## src/hdl/mpq_pkg.sv

```systemverilog
// ----------------------------------------------------------------------------
// mpq_pkg
// Shared constants, codes and controller/datapath signal groups for the
// min-priority queue.
// ----------------------------------------------------------------------------
package mpq_pkg;

	localparam int CAPACITY = 64;
	localparam int IDX_W    = (CAPACITY > 1) ? $clog2(CAPACITY) : 1;
	localparam int CNT_W    = $clog2(CAPACITY + 1);
	localparam int KEY_W    = 32;
	localparam int STAT_W   = 2;
	localparam int OCC_W    = 7;

	localparam logic CMD_INSERT  = 1'b0;
	localparam logic CMD_EXTRACT = 1'b1;

	localparam logic [STAT_W-1:0] ST_INSERTED  = 2'd0;
	localparam logic [STAT_W-1:0] ST_EXTRACTED = 2'd1;
	localparam logic [STAT_W-1:0] ST_EMPTY     = 2'd2;
	localparam logic [STAT_W-1:0] ST_FULL      = 2'd3;

	typedef struct packed {
		logic ins;
		logic rej_full;
		logic rej_empty;
		logic scan_start;
		logic scan_step;
		logic commit;
		logic load_out;
	} mpq_cmd_t;

	typedef struct packed {
		logic full;
		logic empty;
		logic scan_last;
	} mpq_sts_t;

endpackage

```

## src/hdl/mpq_req_if.sv

```systemverilog
// ----------------------------------------------------------------------------
// mpq_req_if
// Request channel: one insert or extract transaction.
// ----------------------------------------------------------------------------
interface mpq_req_if import mpq_pkg::*; ();

	logic                    valid;
	logic                    ready;
	logic                    cmd;
	logic signed [KEY_W-1:0] key_in;

	modport source (output valid, output cmd, output key_in, input ready);
	modport sink (input valid, input cmd, input key_in, output ready);

endinterface

```

## src/hdl/mpq_rsp_if.sv

```systemverilog
// ----------------------------------------------------------------------------
// mpq_rsp_if
// Response channel: one result transaction per request.
// ----------------------------------------------------------------------------
interface mpq_rsp_if import mpq_pkg::*; ();

	logic                    valid;
	logic                    ready;
	logic signed [KEY_W-1:0] key_out;
	logic [STAT_W-1:0]       status;
	logic [OCC_W-1:0]        occupancy;

	modport source (output valid, output key_out, output status, output occupancy,
		input ready);
	modport sink (input valid, input key_out, input status, input occupancy,
		output ready);

endinterface

```

## src/hdl/mpq_ctrl.sv

```systemverilog
// ----------------------------------------------------------------------------
// mpq_ctrl
// Sequencer for the queue: accepts a request, runs insert or the extract
// scan, and hands the result to the output register.
// ----------------------------------------------------------------------------
module mpq_ctrl import mpq_pkg::*; (
	input  logic     clk,
	input  logic     arst_n,
	input  logic     req_valid,
	input  logic     req_cmd,
	output logic     req_ready,
	input  logic     rsp_ready,
	output logic     rsp_valid,
	input  mpq_sts_t sts,
	output mpq_cmd_t cmd
);

	localparam logic [1:0] S_IDLE   = 2'd0;
	localparam logic [1:0] S_SCAN   = 2'd1;
	localparam logic [1:0] S_COMMIT = 2'd2;
	localparam logic [1:0] S_DONE   = 2'd3;

	logic [1:0] state_q;
	logic [1:0] state_d;
	logic       rsp_valid_q;

	assign req_ready = (state_q == S_IDLE);
	assign rsp_valid = rsp_valid_q;

	always_comb begin
		state_d = state_q;
		cmd     = '0;
		unique case (state_q)
			S_IDLE: begin
				if (req_valid) begin
					state_d = S_DONE;
					if (req_cmd == CMD_INSERT) begin
						if (sts.full) cmd.rej_full = 1'b1;
						else cmd.ins = 1'b1;
					end else if (sts.empty) begin
						cmd.rej_empty = 1'b1;
					end else begin
						cmd.scan_start = 1'b1;
						state_d        = S_SCAN;
					end
				end
			end
			S_SCAN: begin
				cmd.scan_step = 1'b1;
				if (sts.scan_last) state_d = S_COMMIT;
			end
			S_COMMIT: begin
				cmd.commit = 1'b1;
				state_d    = S_DONE;
			end
			S_DONE: begin
				if (!rsp_valid_q || rsp_ready) begin
					cmd.load_out = 1'b1;
					state_d      = S_IDLE;
				end
			end
			default: state_d = S_IDLE;
		endcase
	end

	always_ff @(posedge clk or negedge arst_n) begin
		if (!arst_n) begin
			state_q     <= S_IDLE;
			rsp_valid_q <= 1'b0;
		end else begin
			state_q <= state_d;
			if (cmd.load_out) rsp_valid_q <= 1'b1;
			else if (rsp_ready) rsp_valid_q <= 1'b0;
		end
	end

	a_no_overwrite: assert property (@(posedge clk) disable iff (!arst_n)
		cmd.load_out |-> (!rsp_valid_q || rsp_ready))
		else $error("result register overwritten while stalled");

	a_scan_nonempty: assert property (@(posedge clk) disable iff (!arst_n)
		cmd.scan_start |-> !sts.empty)
		else $error("extract scan started on empty queue");

	a_commit_done: assert property (@(posedge clk) disable iff (!arst_n)
		cmd.commit |=> (state_q == S_DONE))
		else $error("commit not followed by result hand-off");

endmodule

```

## src/hdl/mpq_dp.sv

```systemverilog
// ----------------------------------------------------------------------------
// mpq_dp
// Datapath: key memory, occupancy count, minimum scan and result register.
// ----------------------------------------------------------------------------
module mpq_dp import mpq_pkg::*; (
	input  logic                    clk,
	input  logic                    arst_n,
	input  logic signed [KEY_W-1:0] key_in,
	input  mpq_cmd_t                cmd,
	output mpq_sts_t                sts,
	output logic signed [KEY_W-1:0] key_out,
	output logic [STAT_W-1:0]       status,
	output logic [OCC_W-1:0]        occupancy
);

	logic signed [KEY_W-1:0] mem [CAPACITY];

	logic [CNT_W-1:0]        count_q;
	logic [IDX_W-1:0]        rd_idx_q;
	logic signed [KEY_W-1:0] rdata_q;
	logic signed [KEY_W-1:0] best_key_q;
	logic [IDX_W-1:0]        best_idx_q;
	logic signed [KEY_W-1:0] last_key_q;
	logic signed [KEY_W-1:0] res_key_q;
	logic [STAT_W-1:0]       res_status_q;
	logic signed [KEY_W-1:0] out_key_q;
	logic [STAT_W-1:0]       out_status_q;
	logic [OCC_W-1:0]        out_occ_q;

	logic                    rd_en;
	logic [IDX_W-1:0]        rd_addr;
	logic                    wr_en;
	logic [IDX_W-1:0]        wr_addr;
	logic signed [KEY_W-1:0] wr_data;
	logic                    take_new;

	assign sts.full      = (count_q == CNT_W'(CAPACITY));
	assign sts.empty     = (count_q == '0);
	assign sts.scan_last = (rd_idx_q == IDX_W'(count_q - CNT_W'(1)));

	assign rd_en   = cmd.scan_start || (cmd.scan_step && !sts.scan_last);
	assign rd_addr = cmd.scan_start ? '0 : IDX_W'(rd_idx_q + IDX_W'(1));
	assign wr_en   = cmd.ins || cmd.commit;
	assign wr_addr = cmd.ins ? IDX_W'(count_q) : best_idx_q;
	assign wr_data = cmd.ins ? key_in : last_key_q;

	assign take_new = (rd_idx_q == '0) || (rdata_q < best_key_q);

	assign key_out   = out_key_q;
	assign status    = out_status_q;
	assign occupancy = out_occ_q;

	always_ff @(posedge clk) begin
		if (wr_en) mem[wr_addr] <= wr_data;
		if (rd_en) rdata_q <= mem[rd_addr];
	end

	always_ff @(posedge clk or negedge arst_n) begin
		if (!arst_n) begin
			count_q <= '0;
		end else if (cmd.ins) begin
			count_q <= count_q + CNT_W'(1);
		end else if (cmd.commit) begin
			count_q <= count_q - CNT_W'(1);
		end
	end

	always_ff @(posedge clk) begin
		if (rd_en) rd_idx_q <= rd_addr;
		if (cmd.scan_step) begin
			if (take_new) begin
				best_key_q <= rdata_q;
				best_idx_q <= rd_idx_q;
			end
			if (sts.scan_last) last_key_q <= rdata_q;
		end
		priority if (cmd.ins) begin
			res_key_q    <= '0;
			res_status_q <= ST_INSERTED;
		end else if (cmd.rej_full) begin
			res_key_q    <= '0;
			res_status_q <= ST_FULL;
		end else if (cmd.rej_empty) begin
			res_key_q    <= '0;
			res_status_q <= ST_EMPTY;
		end else if (cmd.commit) begin
			res_key_q    <= best_key_q;
			res_status_q <= ST_EXTRACTED;
		end
		if (cmd.load_out) begin
			out_key_q    <= res_key_q;
			out_status_q <= res_status_q;
			out_occ_q    <= OCC_W'(count_q);
		end
	end

	a_count_bound: assert property (@(posedge clk) disable iff (!arst_n)
		count_q <= CNT_W'(CAPACITY))
		else $error("occupancy exceeds capacity");

	a_commit_count: assert property (@(posedge clk) disable iff (!arst_n)
		cmd.commit |=> (count_q == $past(count_q) - CNT_W'(1)))
		else $error("extract did not decrement occupancy");

endmodule

```

## src/hdl/min_priority_queue.sv

```systemverilog
// ----------------------------------------------------------------------------
// min_priority_queue
// Bounded min-priority queue over signed 32-bit keys.
//
// The req channel carries cmd (insert or extract) and key_in; each request
// transaction yields exactly one rsp transaction with key_out, status and
// occupancy. Keys sit unordered in a single-port-write, registered-read
// memory of CAPACITY entries; an extract reads every stored key once,
// keeps the smallest, and moves the last stored key into the freed slot.
// Insert, rejected insert and empty extract pass from IDLE straight to
// DONE; an extract runs the SCAN state, one entry per cycle through the
// memory read port, and then COMMIT before it reaches DONE.
// A new request is accepted once the previous one has reached the result
// register, so the next request may enter while a result is still held.
// When the receiver stalls, the result holds in the output register and
// the block stops after finishing at most one more request.
// Reset clears the occupancy count and all handshake state; memory
// contents need no clearing, since only written entries are ever read.
// ----------------------------------------------------------------------------
module min_priority_queue import mpq_pkg::*; (
	input  logic        clk,
	input  logic        arst_n,
	mpq_req_if.sink     req,
	mpq_rsp_if.source   rsp
);

	mpq_cmd_t cmd;
	mpq_sts_t sts;

	mpq_ctrl u_ctrl (
		.clk       (clk),
		.arst_n    (arst_n),
		.req_valid (req.valid),
		.req_cmd   (req.cmd),
		.req_ready (req.ready),
		.rsp_ready (rsp.ready),
		.rsp_valid (rsp.valid),
		.sts       (sts),
		.cmd       (cmd)
	);

	mpq_dp u_dp (
		.clk       (clk),
		.arst_n    (arst_n),
		.key_in    (req.key_in),
		.cmd       (cmd),
		.sts       (sts),
		.key_out   (rsp.key_out),
		.status    (rsp.status),
		.occupancy (rsp.occupancy)
	);

endmodule

```

## src/flat_wrapper.sv

```systemverilog
// flat-port wrapper written by rule: the top's interface ports become plain ports
module min_priority_queue_flat import mpq_pkg::*;
  (clk, arst_n, req_valid, req_cmd, req_key_in, req_ready, rsp_valid, rsp_key_out, rsp_status, rsp_occupancy, rsp_ready);
  mpq_req_if req_i ();
  mpq_rsp_if rsp_i ();
  input  logic clk;
  input  logic arst_n;
  input wire logic [$bits(req_i.valid)-1:0] req_valid;
  input wire logic [$bits(req_i.cmd)-1:0] req_cmd;
  input wire logic [$bits(req_i.key_in)-1:0] req_key_in;
  output wire logic [$bits(req_i.ready)-1:0] req_ready;
  output wire logic [$bits(rsp_i.valid)-1:0] rsp_valid;
  output wire logic [$bits(rsp_i.key_out)-1:0] rsp_key_out;
  output wire logic [$bits(rsp_i.status)-1:0] rsp_status;
  output wire logic [$bits(rsp_i.occupancy)-1:0] rsp_occupancy;
  input wire logic [$bits(rsp_i.ready)-1:0] rsp_ready;
  assign req_i.valid = req_valid;
  assign req_i.cmd = req_cmd;
  assign req_i.key_in = req_key_in;
  assign req_ready = req_i.ready;
  assign rsp_valid = rsp_i.valid;
  assign rsp_key_out = rsp_i.key_out;
  assign rsp_status = rsp_i.status;
  assign rsp_occupancy = rsp_i.occupancy;
  assign rsp_i.ready = rsp_ready;
  min_priority_queue u_core (.clk(clk), .arst_n(arst_n), .req(req_i), .rsp(rsp_i));
endmodule
```

## config.mk

```make
export PLATFORM = sky130hd
export DESIGN_NAME = min_priority_queue_flat
export DESIGN_NICKNAME = d
export VERILOG_FILES = /design/src/hdl/mpq_pkg.sv /design/src/hdl/mpq_req_if.sv /design/src/hdl/mpq_rsp_if.sv /design/src/hdl/mpq_ctrl.sv /design/src/hdl/mpq_dp.sv /design/src/hdl/min_priority_queue.sv /design/src/flat_wrapper.sv
export SDC_FILE = /design/constraint.sdc
export NUM_CORES = 2
export LEC_CHECK = 0
export ABC_AREA = 1
export BUFFER_PORTS_ARGS = -buffer_cell sky130_fd_sc_hd__buf_2
export CAP_MARGIN = 10
export CORE_ASPECT_RATIO = 1.2
export CORE_MARGIN = 2
export CORE_UTILIZATION = 47
export DETAILED_ROUTE_END_ITERATION = 16
export PLACE_DENSITY = 0.72
export SLEW_MARGIN = 5
export SYNTH_ARGS = -nofsm -noshare
export SYNTH_HDL_FRONTEND = slang
export SYNTH_HIERARCHICAL = 1
export SYNTH_SLANG_ARGS = --single-unit
```

## constraint.sdc

```tcl
create_clock -name clk -period 12.92 [get_ports clk]
set_clock_uncertainty 0.05 [all_clocks]
set_input_delay 3.876 -clock clk [delete_from_list [all_inputs] [get_ports clk]]
set_output_delay 3.876 -clock clk [all_outputs]
set_load 0.01 [all_outputs]
```

==> run metrics <==
CTS Buffer Depth 3; achievable clock frequency 128 MHz; max_slew headroom 14.7%; most area-consuming cells after synthesis edfxtp_1 74%, nor2_1 6.5%, o211ai_1 4.3%; top-count cell post-synth edfxtp_1; Worst Path Required 13.58 ns; Leak between 30 and 40 nW; clock sinks 2241; Residual DRC 0; CP endpoint kind flop; Synth top cells by count 2197 x edfxtp_1, 1532 x nor2_1, 630 x o21ai_0; via count 57300; Synth cell types 39; Initial Util between 40 and 50%; Syn Area/Cell 13.0 µm²; GR Util All Layers between 20% and 30%; Final #Nets just under 7000; Worst IR Drop VDD between 300 and 400 µV; clock root cell clkbuf_16; number of port buffers 79; sequential-to-total area share from yosys stat roughly three quarters; Post-Syn Area between 80000 and 90000 µm²; dpl hpwl approximately 130000 µm; multi-input logic area ~20000 µm²; crit path DAT 8.46 ns; fillers approximately 15000; post-route antenna net violation count 0; design area about 98000 µm²; Fin Setup TNS 0 ns; vias in the first global route ~55000; TritonCTS clock tree done; Worst setup SP type input port; DIE AREA a little under 200000 µm²; CP max FO between 150 and 200; I/O Pins 80; initial antenna violation count 15; EDFF count, synth between 2000 and 2500; dpl cell area just over 90000 µm²; Placer Congestion around 0.9; crit share post-route approximately three fifths; H-Tree Depth 4; dominant cell type by area after synthesis edfxtp_1; CP Class input port to flop; Async SR Flop Fraction less than 1%; Floorplan Core Area 188000 µm²; WL final 249000 µm; row cnt ~170; Worst Hold Class flop to flop; CTS Buf Count between 200 and 250; Tmin final about 7.8 ns; pin count of the biggest net entering global routing about 200; Hold Fails Final Rpt 0; max-cap viol count 0; post-CTS resize count 0; DR iter-0 viols about 9000; unrepaired setup endpoints after global routing false; status finished, final reports clean; Clock transition at path regs about 0.07 ns; wire per inst between 20 and 30 µm; cells after synthesis approximately 6800; Syn. warnings 6; chip width roughly 400 µm; layout cell share with drive strength beyond 1 8.36%; total iterations of the first detailed-routing run 7; postcts setup bufs 0; Slowest-stage cell, CP buf_4; first-pass GRT wire length roughly 360000 µm; Die H 480 µm; CP cell instances buf_2, nand2_1, nor2_1, nor2_4, buf_12, buf_4, nor2_1, nor2_1, o21ai_0, o211ai_1, nand3_1, nand3_1, nand3_1, nand2_1; gr ovfl total 0; max-slew violation count 0; final setup fails 0; #FFs+latches synth between 2000 and 2500; drt via density just over 6; Mapped Nets 6890; Layout area overhead 10.7%; Synth Flop Type edfxtp_1; Clock Latency Late Sink approximately 0.86 ns; Synth top area share roughly three quarters; Max stage delay on crit path around 0.84 ns; Tot Pwr between 0.02 and 0.03 W; Hold-fix buffers, CTS 0; Worst Tran Pin Value approximately 1.3 ns; Pwr Density roughly 260 nW/µm²; sequential cell area around 67000 µm²
-- worst paths after layout --
path,start,end,slack (ns),depth (start not counted)
max,req_valid,u_core/u_dp/rdata_q[27],5.12,14
max reg2reg,u_core/u_dp/count_q[0],u_core/u_dp/rdata_q[27],7.11,18
min in group asynchronous,arst_n,u_core/u_dp/count_q[3],2.85,1
min reg2reg,u_core/u_dp/res_key_q[4],u_core/u_dp/key_out[4],0.38,0
max in group asynchronous,arst_n,u_core/u_ctrl/state_q[0],9.71,1
min,u_core/u_dp/res_key_q[4],u_core/u_dp/key_out[4],0.38,0
-- critical path: cells and delay by family --
| kind | cells | cell delay (ns) |
|---|---|---|
| AOI/OAI and AO/OA | 2 | 0.32 |
| buffers and inverters | 3 | 1.64 |
| and+or+nand+nor | 9 | 2.40 |
-- cell type report --
type                    instances  area share [%]
inverters                     115           0.467
clock buffers                 264            5.47
multi-input cells            3994            20.6
repair buffers                181            1.46
well taps                    2464            3.13
diodes                          3         0.00763
clock inverters               105           0.871
flip-flops and latches       2241            68.0
-- report_power, final --
group / switching (W) / internal, W
combinational: 0.00797 / 0.00273
sequential: 0.000319 / 0.00876
clock: 0.00260 / 0.00312
total: 0.0109 / 0.0146
-- logic make-up (layout without fill, tap and decap cells) --
logic type	count (synthesis)	after routing	share of synthesized area (%)
simple gates	2335	2335	10.6
fa+ha+maj	41	41	0.577
other cells	0	3	0
flops	2241	2241	75.3
buf+inv	577	665	2.76
xor+xnor	8	8	0.0789
compound gates	1610	1610	10.7
-- per-layer routing --
layer	track usage (%)	share of wire [%]	vias to the layer above
met4	16.0	7.0	8
met1	32.8	36	28300
met2	40.0	47	3477
li1	-	-	25000
met3	4.19	11	634
met5	0	0.022	-
-- cells in the final DEF (no fill, tap or decap), drive strengths merged, types with 2 or more instances in the layout --
cell type and n:
nor3b 2, nand4 9, o221ai 33, inv 119
bufinv 9, edfxtp 2197, nand2 304, xor2 6
dfrtp 10, or2 2, o22ai 2, clkinvlp 4
nand3 468, nor2 1534, nor4 6, buf 181
diode 3, o211ai 512, xnor2 2, dfxtp 34
clkbuf 264, a21oi 51, clkinv 88, o21a 2
nor3 9, o21ai 1006, ha 41
-- state kept, by name (all words and copies together) (netlist names), 2 cells and up --
name	flops
u_core/u_dp/occupancy	7
u_core/u_dp/rdata_q	32
u_core/u_dp/last_key_q	32
u_core/u_dp/best_key_q	32
u_core/u_dp/key_out	32
u_core/u_dp/count_q	7
u_core/u_dp/res_status_q	2
u_core/u_dp/res_key_q	32
u_core/u_ctrl/state_q	2
u_core/u_dp/best_idx_q	6
u_core/u_dp/mem	2048
u_core/u_dp/rd_idx_q	6
u_core/u_dp/status	2
-- metrics by stage --
step,hold WS (ns),utilization (%),std cells,worst slack [ns]
2_1_floorplan,0.359,-,6812,4.18
3_3_place_gp,0.369,49.0,8989,4.64
3_5_place_dp,0.364,49.1,8993,4.51
4_1_cts,0.379,52.4,9362,5.41
5_1_grt,0.385,52.4,9367,5.09
6_report,0.379,52.4,9367,5.12
Power figures use the tool's default switching activity.
